===== src/hw/rtl/mcswd_pkg.sv =====
// Shared types, field widths and register codes of the multi-channel watchdog.
`default_nettype none

package mcswd_pkg;

	// Field widths of the stream and configuration ports
	localparam int OP_W       = 2;
	localparam int CH_W       = 3;
	localparam int MASK_W     = 6;
	localparam int CFG_IDX_W  = 3;
	localparam int CFG_DATA_W = 16;
	localparam int S_DATA_W   = 16;
	localparam int M_DATA_W   = 16;

	// Reset values of the configuration registers
	localparam int unsigned LIMIT_RESET       = 100;
	localparam int unsigned SIGNAL_MASK_RESET = 1;
	localparam int unsigned MOTOR_MASK_RESET  = 0;

	// Number of per-channel limit registers in the register map
	localparam int NUM_LIMIT_REGS = 6;

	// Register indexes
	typedef enum logic [CFG_IDX_W-1:0] {
		REG_LIMIT_CH0   = 3'd0,
		REG_LIMIT_CH1   = 3'd1,
		REG_LIMIT_CH2   = 3'd2,
		REG_LIMIT_CH3   = 3'd3,
		REG_LIMIT_CH4   = 3'd4,
		REG_LIMIT_CH5   = 3'd5,
		REG_SIGNAL_MASK = 3'd6,
		REG_MOTOR_MASK  = 3'd7
	} reg_idx_t;

	// Operation codes; the remaining code changes no state
	typedef enum logic [OP_W-1:0] {
		OP_TICK = 2'd0,
		OP_FEED = 2'd1,
		OP_HANG = 2'd2
	} op_t;

	// Command to one channel, already gated by the transfer into the result stage
	typedef struct packed {
		logic tick;
		logic feed;
		logic hang;
	} chan_cmd_t;

endpackage

`default_nettype wire


===== src/hw/rtl/mcswd_channel.sv =====
// One watchdog channel: up-counter, limit compare and error flag.
`default_nettype none

module mcswd_channel #(
	parameter int COUNT_WIDTH = 16
) (
	input  wire logic                   clk,
	input  wire logic                   arst_n,
	input  wire mcswd_pkg::chan_cmd_t   cmd,
	input  wire logic [COUNT_WIDTH-1:0] limit,
	output logic                        err_d
);

	logic [COUNT_WIDTH-1:0] count_q;
	logic [COUNT_WIDTH-1:0] count_d;
	logic                   err_q;

	// Advance on a tick while below the limit, otherwise flag; feed and hang load the count
	always_comb begin
		count_d = count_q;
		err_d   = err_q;
		if (cmd.tick) begin
			if (count_q < limit) begin
				count_d = count_q + 1'b1;
				err_d   = 1'b0;
			end else begin
				err_d = 1'b1;
			end
		end else if (cmd.feed) begin
			count_d = '0;
		end else if (cmd.hang) begin
			count_d = limit;
		end
	end

	// Hold the count and error flag; reset leaves the channel expired
	always_ff @(posedge clk or negedge arst_n) begin
		if (!arst_n) begin
			count_q <= COUNT_WIDTH'(mcswd_pkg::LIMIT_RESET);
			err_q   <= 1'b1;
		end else begin
			count_q <= count_d;
			err_q   <= err_d;
		end
	end

endmodule

`default_nettype wire


===== src/hw/rtl/multi_channel_software_watchdog.sv =====
// Top level of the multi-channel watchdog: stream stages, register file and status logic.
// An accepted input passes the input stage, then the result stage, which drives m_tvalid.
// Throughput: one transaction per cycle unless m_tready stalls; the channel compare and
// increment paths settle in the cycle that moves an item from input into result stage.
// s_tready falls only when both stages are full and the result is not being taken.
// Reset (arst_n low, asynchronous): both stages empty, every count equal to its limit (100),
// every error flag set, signal mask 1 and motor mask 0.
`default_nettype none

module multi_channel_software_watchdog #(
	parameter int NUM_CHANNELS = 6,
	parameter int COUNT_WIDTH  = 16
) (
	input  wire logic                             clk,
	input  wire logic                             arst_n,
	// Input stream
	input  wire logic                             s_tvalid,
	output logic                                  s_tready,
	// s_tdata, from bit 0: channel[2:0], query_mask[8:3], zero fill
	input  wire logic [mcswd_pkg::S_DATA_W-1:0]   s_tdata,
	// s_tuser, from bit 0: operation[1:0]
	input  wire logic [mcswd_pkg::OP_W-1:0]       s_tuser,
	// Result stream
	output logic                                  m_tvalid,
	input  wire logic                             m_tready,
	// m_tdata, from bit 0: error_bits[5:0], any_in_error[6], all_in_error[7],
	// system_okay[8], zero fill
	output logic [mcswd_pkg::M_DATA_W-1:0]        m_tdata,
	// Configuration write port
	input  wire logic                             cfg_we,
	input  wire logic [mcswd_pkg::CFG_IDX_W-1:0]  cfg_index,
	input  wire logic [mcswd_pkg::CFG_DATA_W-1:0] cfg_data
);

	localparam int MASK_W = mcswd_pkg::MASK_W;
	localparam int CH_W   = mcswd_pkg::CH_W;

	// Bits of the six-bit masks that name an existing channel
	localparam logic [MASK_W-1:0] CHAN_VIEW = (NUM_CHANNELS >= MASK_W) ? {MASK_W{1'b1}} :
		MASK_W'((64'd1 << NUM_CHANNELS) - 64'd1);

	// Input stage
	logic                         valid_s1;
	mcswd_pkg::op_t               op_s1;
	logic [CH_W-1:0]              ch_s1;
	logic [MASK_W-1:0]            qmask_s1;

	// Result stage
	logic                         valid_s2;
	logic [mcswd_pkg::M_DATA_W-1:0] data_s2;

	// Configuration
	logic [COUNT_WIDTH-1:0]       limit_q [NUM_CHANNELS];
	logic [MASK_W-1:0]            signal_mask_q;
	logic [MASK_W-1:0]            motor_mask_q;

	// Channel status
	logic [NUM_CHANNELS-1:0]      err_d;
	logic [MASK_W-1:0]            err_view;
	mcswd_pkg::chan_cmd_t         cmd [NUM_CHANNELS];

	logic                         advance;
	logic                         do_tick;
	logic                         do_feed;
	logic                         do_hang;
	logic [MASK_W-1:0]            qmask;
	logic [MASK_W-1:0]            hit;
	logic                         any_err;
	logic                         all_err;
	logic                         sig_all;
	logic                         mot_any;

	// Move the input stage on whenever the result stage is empty or being drained
	assign advance  = valid_s1 && (!valid_s2 || m_tready);
	assign s_tready = !valid_s1 || advance;
	assign m_tvalid = valid_s2;
	assign m_tdata  = data_s2;

	// Capture accepted input transactions
	always_ff @(posedge clk or negedge arst_n) begin
		if (!arst_n) begin
			valid_s1 <= 1'b0;
		end else if (s_tready) begin
			valid_s1 <= s_tvalid;
		end
	end

	always_ff @(posedge clk) begin
		if (s_tvalid && s_tready) begin
			op_s1    <= mcswd_pkg::op_t'(s_tuser);
			ch_s1    <= s_tdata[CH_W-1:0];
			qmask_s1 <= s_tdata[CH_W +: MASK_W];
		end
	end

	// Decode the operation of the item being applied
	always_comb begin
		do_tick = 1'b0;
		do_feed = 1'b0;
		do_hang = 1'b0;
		unique case (op_s1)
			mcswd_pkg::OP_TICK: do_tick = advance;
			mcswd_pkg::OP_FEED: do_feed = advance;
			mcswd_pkg::OP_HANG: do_hang = advance;
			default: ;
		endcase
	end

	// Per-channel limit registers and counters
	for (genvar i = 0; i < NUM_CHANNELS; i++) begin : g_chan
		logic sel;

		assign sel       = (32'(ch_s1) == i);
		assign cmd[i].tick = do_tick;
		assign cmd[i].feed = do_feed && sel;
		assign cmd[i].hang = do_hang && sel;

		if (i < mcswd_pkg::NUM_LIMIT_REGS) begin : g_limit
			always_ff @(posedge clk or negedge arst_n) begin
				if (!arst_n) begin
					limit_q[i] <= COUNT_WIDTH'(mcswd_pkg::LIMIT_RESET);
				end else if (cfg_we && (cfg_index == mcswd_pkg::CFG_IDX_W'(i))) begin
					limit_q[i] <= COUNT_WIDTH'(cfg_data);
				end
			end
		end else begin : g_fixed
			// No register in the map: the limit keeps its reset value
			assign limit_q[i] = COUNT_WIDTH'(mcswd_pkg::LIMIT_RESET);
		end

		mcswd_channel #(
			.COUNT_WIDTH(COUNT_WIDTH)
		) u_channel (
			.clk   (clk),
			.arst_n(arst_n),
			.cmd   (cmd[i]),
			.limit (limit_q[i]),
			.err_d (err_d[i])
		);
	end

	// Mask registers
	always_ff @(posedge clk or negedge arst_n) begin
		if (!arst_n) begin
			signal_mask_q <= MASK_W'(mcswd_pkg::SIGNAL_MASK_RESET) & CHAN_VIEW;
			motor_mask_q  <= MASK_W'(mcswd_pkg::MOTOR_MASK_RESET);
		end else if (cfg_we) begin
			unique case (cfg_index)
				mcswd_pkg::REG_SIGNAL_MASK: signal_mask_q <= cfg_data[MASK_W-1:0] & CHAN_VIEW;
				mcswd_pkg::REG_MOTOR_MASK:  motor_mask_q  <= cfg_data[MASK_W-1:0] & CHAN_VIEW;
				default: ;
			endcase
		end
	end

	// Six-bit view of the updated error vector; channels beyond it stay internal
	for (genvar j = 0; j < MASK_W; j++) begin : g_view
		if (j < NUM_CHANNELS) begin : g_used
			assign err_view[j] = err_d[j];
		end else begin : g_unused
			assign err_view[j] = 1'b0;
		end
	end

	// Query and system status
	assign qmask   = qmask_s1 & CHAN_VIEW;
	assign hit     = err_view & qmask;
	assign any_err = (hit != '0);
	assign all_err = (hit == qmask);
	assign sig_all = ((err_view & signal_mask_q) == signal_mask_q);
	assign mot_any = ((err_view & motor_mask_q) != '0);

	// Hold the result until the downstream side takes it
	always_ff @(posedge clk or negedge arst_n) begin
		if (!arst_n) begin
			valid_s2 <= 1'b0;
		end else if (!valid_s2 || m_tready) begin
			valid_s2 <= valid_s1;
		end
	end

	always_ff @(posedge clk) begin
		if (advance) begin
			data_s2 <= {{(mcswd_pkg::M_DATA_W - MASK_W - 3){1'b0}},
				!(sig_all || mot_any), all_err, any_err, err_view};
		end
	end

endmodule

`default_nettype wire


===== config.mk =====
export PLATFORM = sky130hd
export DESIGN_NAME = multi_channel_software_watchdog
export DESIGN_NICKNAME = d
export VERILOG_FILES = /design/src/hw/rtl/mcswd_pkg.sv /design/src/hw/rtl/mcswd_channel.sv /design/src/hw/rtl/multi_channel_software_watchdog.sv
export SDC_FILE = /design/constraint.sdc
export NUM_CORES = 1
export LEC_CHECK = 0
export BUFFER_PORTS_ARGS = -buffer_cell sky130_fd_sc_hd__buf_4
export CELL_PAD_IN_SITES_DETAIL_PLACEMENT = 1
export CELL_PAD_IN_SITES_GLOBAL_PLACEMENT = 1
export CORE_MARGIN = 2
export CORE_UTILIZATION = 44
export DETAILED_ROUTE_END_ITERATION = 8
export PLACE_DENSITY = 0.82
export SLEW_MARGIN = 10
export SYNTH_ARGS = -nofsm -noshare
export SYNTH_HDL_FRONTEND = slang
export SYNTH_SLANG_ARGS = --single-unit

===== constraint.sdc =====
create_clock -name clk -period 2.6 [get_ports clk]
set_clock_uncertainty 0.2 [all_clocks]
set_input_delay 0 -clock clk [delete_from_list [all_inputs] [get_ports clk]]
set_output_delay 0 -clock clk [all_outputs]
set_load 0.03 [all_outputs]

# Word-level counts from Yosys, hierarchy flattened
# Index checks and enable logic that the tools add are counted.
# classes
n_eq_ne	22
add_sub_neg	6
magnitude_cmp	6
bitwise_logic	3
muxes	39
reduce_logical	45
# op_table
op	n
$mux W16	24
$add A16 B1 Y16 const B	6
$lt A16 B16 Y1	6
$logic_and A1 B1 Y1	20
$and A6 B6 Y6	3
$eq A3 B3 Y1 const B	6
$reduce_bool A3 Y1	6
$reduce_and A2 Y1	8
$mux W1	15
$eq A3 B2 Y1 const B	4
$eq A6 B6 Y1	2
$ne A2 B1 Y1 const B	6
$reduce_bool A6 Y1	2
$eq A3 B1 Y1 const B	2
$logic_not A3 Y1	2
$logic_not A1 Y1	3
$logic_or A1 B1 Y1	3
$eq A2 B1 Y1 const B	1
$eq A2 B2 Y1 const B	1
$logic_not A2 Y1	1
# word_totals
out_inout_bits	18
register_bits	232
inputBits	42

# Longest topological paths before layout
# depth
word_depth	9
ltp_mapped	11

# By module
# A second synthesis with hierarchy kept.
# hier_totals
cells_unflattened	1452
area_unflattened_um2	14316.2
# by_module_without_submodules
module	cells_per_inst	area_per_inst_um2	seq_area_each_um2	instances
mcswd_channel	190	1530.2	430.4	6
multi_channel_software_watchdog	312	5134.9	3377.0	1

# Least setup slack after synthesis
# Ideal clock, no wire load.
# synth_path
kind	reg2reg
start	register g_chan[2].u_channel.count_q[10]
end	register data_s2 (netlist bit m_tdata[8]) (data pin)
path_slack_ps	62
arrival_ps	2074
stages_incl_launch_ff	9
required_time_ps	2136
path_buffers	0
cell_sequence	dfrtp_1 > ha_1 > and4_1 > nand2_1 > or4_1 > a31oi_1 > a222oi_1 > nand3_1 > nor3_2
# synth_between
elab_chain_len	7
# synth_lines
item	line	text
start, declared	mcswd_channel.sv:14	logic [COUNT_WIDTH-1:0] count_q;
start signal, assigned	mcswd_channel.sv:39	count_q <= COUNT_WIDTH'(mcswd_pkg::LIMIT_RESET);
start signal, assigned	mcswd_channel.sv:42	count_q <= count_d;
$lt A16 B16 Y1 (*)	mcswd_channel.sv:23	if (count_q < limit) begin
$mux W1 (*)	mcswd_channel.sv:23	
$mux W1 (*)	mcswd_channel.sv:22	if (cmd.tick) begin
net g_chan[2].u_channel.err_d	mcswd_channel.sv:11	output logic err_d
$and A6 B6 Y6, on equally long branches	multi_channel_software_watchdog.sv:170, multi_channel_software_watchdog.sv:171	
$eq A6 B6 Y1 / $reduce_bool A6 Y1 (equally long branches)	multi_channel_software_watchdog.sv:170, multi_channel_software_watchdog.sv:171	
$logic_or A1 B1 Y1 (*)	multi_channel_software_watchdog.sv:185	!(sig_all || mot_any), all_err, any_err, err_view};
$logic_not A1 Y1 (*)	multi_channel_software_watchdog.sv:185	
end signal, assigned	multi_channel_software_watchdog.sv:184	data_s2 <= {{(mcswd_pkg::M_DATA_W - MASK_W - 3){1'b0}},
end, declared	multi_channel_software_watchdog.sv:50	logic [mcswd_pkg::M_DATA_W-1:0] data_s2;
# Mark *: on every way through the listed nets, which the timed path passes. The rest lies on a longest branch.
# A chain may end at the register's enable or synchronous reset.

# Worst setup path in the final report
# layout_path
start	register limit_q[70] (netlist bit)
end	register data_s2 (netlist bit m_tdata[6]) (data pin)
# layout_between
elab_chain_len	5
# layout_lines
item	line	text
start, declared	multi_channel_software_watchdog.sv:53	logic [COUNT_WIDTH-1:0] limit_q [NUM_CHANNELS];
start signal, assigned by index	multi_channel_software_watchdog.sv:121	limit_q[i] <= COUNT_WIDTH'(mcswd_pkg::LIMIT_RESET);
start signal, assigned by index	multi_channel_software_watchdog.sv:123	limit_q[i] <= COUNT_WIDTH'(cfg_data);
$lt A16 B16 Y1	mcswd_channel.sv:23	
$mux W1	mcswd_channel.sv:23	
$mux W1	mcswd_channel.sv:22	
net g_chan[1].u_channel.err_d	mcswd_channel.sv:11	
$and A6 B6 Y6	multi_channel_software_watchdog.sv:167	assign hit = err_view & qmask;
$reduce_bool A6 Y1	multi_channel_software_watchdog.sv:168	assign any_err = (hit != '0);
net any_err	multi_channel_software_watchdog.sv:68	logic any_err;
# The timed path passes the listed nets, and every way through them passes these cells.

==> results.py <==
metrics = {
    "run_status": {
        "status": "finished, violations left",
        "violations": "negative setup slack",
    },
    "timing": {
        "period_minus_slack_ns": 3.53,
        "slew_headroom_pct": 17.8,
        "finalHoldViolCount": 0,
        "fin_crit_sh_pct": 136,
        "max_freq_mhz": 284,
        "fin_ws_ns": -0.927,
        "rsz0062_at_grt": "yes",
        "setup_viol": 104,
        "slew_violations": 0,
        "worst_slew_pin_slew_ns": 1.23,
    },
    "min_path": {
        "hp-class": "in2reg",
        "min_to": "limit_q[86]$_DFFE_PN1P_",
        "hold_start": "cfg_data[6]",
        "hold_path_depth": 4,
    },
    "die": {
        "ioPinCount": 60,
        "start_util_pct": 44.9,
        "num_rows": 63,
        "core_area_um2": 29800,
        "die_area_um2": 31800,
        "die_h_um": 178,
        "die_w_um": 178,
    },
    "cells_and_area": {
        "area_delta_synth_final_pct": 43.6,
        "layout-drive-gt1-share_pct": 37.7,
        "final_cell_mix": "buf_4, dfrtp_1, nand2_1",
        "final_util_pct": 64.5,
        "nets": 1895,
        "layout_commonest_cell": "buf_4",
    },
    "clock_network": {
        "clk_latency_ns": 0.58,
        "cts_tree": "done",
        "clk_pin_slew_ns": 0.07,
        "clock_path_buffers": 3,
        "numCtsBuffers": 28,
        "htreeDepth": 1,
        "clockRootBuffer": "clkbuf_16",
        "cts_num_sinks": 232,
    },
    "power": {
        "total_power_mw": 21.7,
        "p_leak_nw": 8.02,
        "powerDensity_nw_per_um2": 1130,
        "vdd_ir_drop_max_uv": 589,
    },
    "critical_path": {
        "worstPathRequired_ns": 2.58,
        "crit_start": "limit_q[70]$_DFFE_PN1P_",
        "path_class": "reg2reg",
        "reg2reg_from": "limit_q[70]$_DFFE_PN1P_",
        "r2r_cells": 10,
        "r2r_end": "m_tdata[6]$_DFFE_PP_",
        "cp.arrival_ns": 3.50,
        "critPathMaxFanout": 3,
        "r2r_slack_ns": -0.93,
        "worstSetupStartpointType": "register",
        "critPathCaptureType": "register",
    },
    "detailed_routing": {
        "wl_per_cell_um": 34.2,
        "drtAntennaViolNets": 0,
        "drc": 0,
        "first_pass_iters": 6,
        "routed_wl_um": 74200,
        "routed_via_density": 7.03,
        "num_vias": 15259,
        "drt-initial-drc-count": 1808,
    },
    "logic_synthesis": {
        "async_flop_share_pct": 91.4,
        "syn_avg_cell_area_um2": 9.27,
        "synth_ff_type": "dfrtp_1",
        "synth_edf_count": 20,
        "yosysUniqueCellTypes": 74,
        "synth_seq_cells": 232,
        "synth_area_um2": 13400,
        "syn-instance-count": 1444,
        "yosysWarnings": 0,
        "synth-seq-area-share_pct": 44.5,
    },
    "flow_run": {
        "drv_cap": 0,
    },
    "grt": {
        "grt_usage_pct": 36.1,
        "antenna_found_initial": 5,
        "overflow": 0,
        "grt_start_max_net_pins": 78,
        "grt_pass1_vias": 15190,
        "grt_pass1_wl_um": 87900,
    },
    "placed_design": {
        "hpwl_um": 31300,
        "numPortBuffers": 45,
        "place_congestion": 0.845,
    },
}
report_power, final:
group          internal (mW)  leakage, nW  switching [mW]  total (mW)
clock network           2.54        0.474            1.84        4.38
registers               5.07         2.64            1.38        6.45
logic                   4.73         4.90            6.13        10.9
total                   12.3         8.02            9.35        21.7
registers in the layout, summed over array words and instances (netlist names):
name                      flops
m_tvalid                      1
ch_s1                         3
op_s1                         2
g_chan.u_channel.count_q     96
m_tdata                       9
signal_mask_q                 6
valid_s1                      1
g_chan.u_channel.err_q        6
motor_mask_q                  6
limit_q                      96
qmask                         6
logic make-up after synthesis:
group / count (synthesis) / share of synthesized area, %
adder cells (fa/ha/maj): 96 / 8.97
flip-flops: 232 / 44.5
buffers and inverters: 209 / 6.51
AO/OA/AOI/OAI: 485 / 22.8
XOR/XNOR: 1 / 0.0654
AND/OR/NAND/NOR: 371 / 13.0
other: 1 / 0.0280
multiplexers: 49 / 4.11
per-layer routing:
layer / GRT usage, % / part of all wire (%)
met5: 0 / 0.10
met4: 26.1 / 11
met3: 6.52 / 9.9
met2: 60.8 / 46
met1: 41.1 / 34
cell usage after synthesis (10+ instances only):
cell type,number,area share [%]
o31ai_1,13,0.73
nand3_1,41,1.5
nand2b_1,15,0.70
a22oi_1,24,1.3
nand4_1,28,1.3
dfrtp_1,169,32
edfxtp_1,20,4.5
nor3_1,12,0.45
mux2_2,48,4.0
buf_2,20,0.75
a22o_1,22,1.4
inv_1,135,3.8
clkbuf_1,35,0.98
nor2_1,54,1.5
o21ai_0,164,6.1
nand2_1,171,4.8
a21oi_1,137,5.1
ha_1,96,9.0
buf_4,10,0.56
a21o_1,10,0.56
dfstp_2,43,8.4
a31oi_1,28,1.3
critical path, stage by stage, from the launching register on:
cell and delay [ns]:
dfstp_2 0.53, inv_1 0.06, ha_1 0.32, o21ai_1 0.37, nor4_4 0.10, a311oi_4 0.31
nand2_4 0.13, buf_6 0.16, o21a_4 0.13, a22oi_2 0.38, o211ai_1 0.43
worst max path at each step:
stage / endpoint / cells after the start
final: m_tdata[6]$_DFFE_PP_ / 10
after global routing: m_tdata[6]$_DFFE_PP_ / 10
after CTS: m_tdata[6]$_DFFE_PP_ / 10
after detailed placement: m_tdata[8]$_DFFE_PP_ / 9
after global placement: m_tdata[8]$_DFFE_PP_ / 8
after floorplan: m_tdata[8]$_DFFE_PP_ / 8
through the flow:
| stage | worst slack (ns) | hold slack, ns | instance area [µm²] | cells | setup TNS (ns) |
|---|---|---|---|---|---|
| 2_1_floorplan | 0.0616 | -0.496 | 13400 | 1450 | 0 |
| 3_3_place_gp | -0.140 | -0.153 | 15300 | 1977 | -2.07 |
| 3_5_place_dp | -0.248 | -0.145 | 15300 | 1977 | -6.57 |
| 4_1_cts | -0.182 | 0.140 | 17500 | 2113 | -2.91 |
| 5_1_grt | -0.893 | 0.173 | 19200 | 2169 | -24.18 |
| 6_report | -0.927 | 0.163 | 19200 | 2170 | -23.02 |
cell type report:
class | count | area (µm²)
fill | 3153 | 10600
clock buffer | 39 | 803
inverter | 135 | 507
sequential | 232 | 5960
clock inverter | 13 | 164
tap | 390 | 488
timing repair buffer | 349 | 3210
antenna | 1 | 2.50
multi-input combinational | 1011 | 8080
what timing repair did:
item / 4_1_cts / 5_1_grt
setup buffers: 23 / 51
resized for setup: 84 / 248
hold endpoints to repair: 318 / 0
endpoints found under the setup margin: 78 / 102
gates cloned: 7 / 7
pin swaps: 26 / 82
hold buffers: 55 / 0
(Power assumes the default switching activity.)
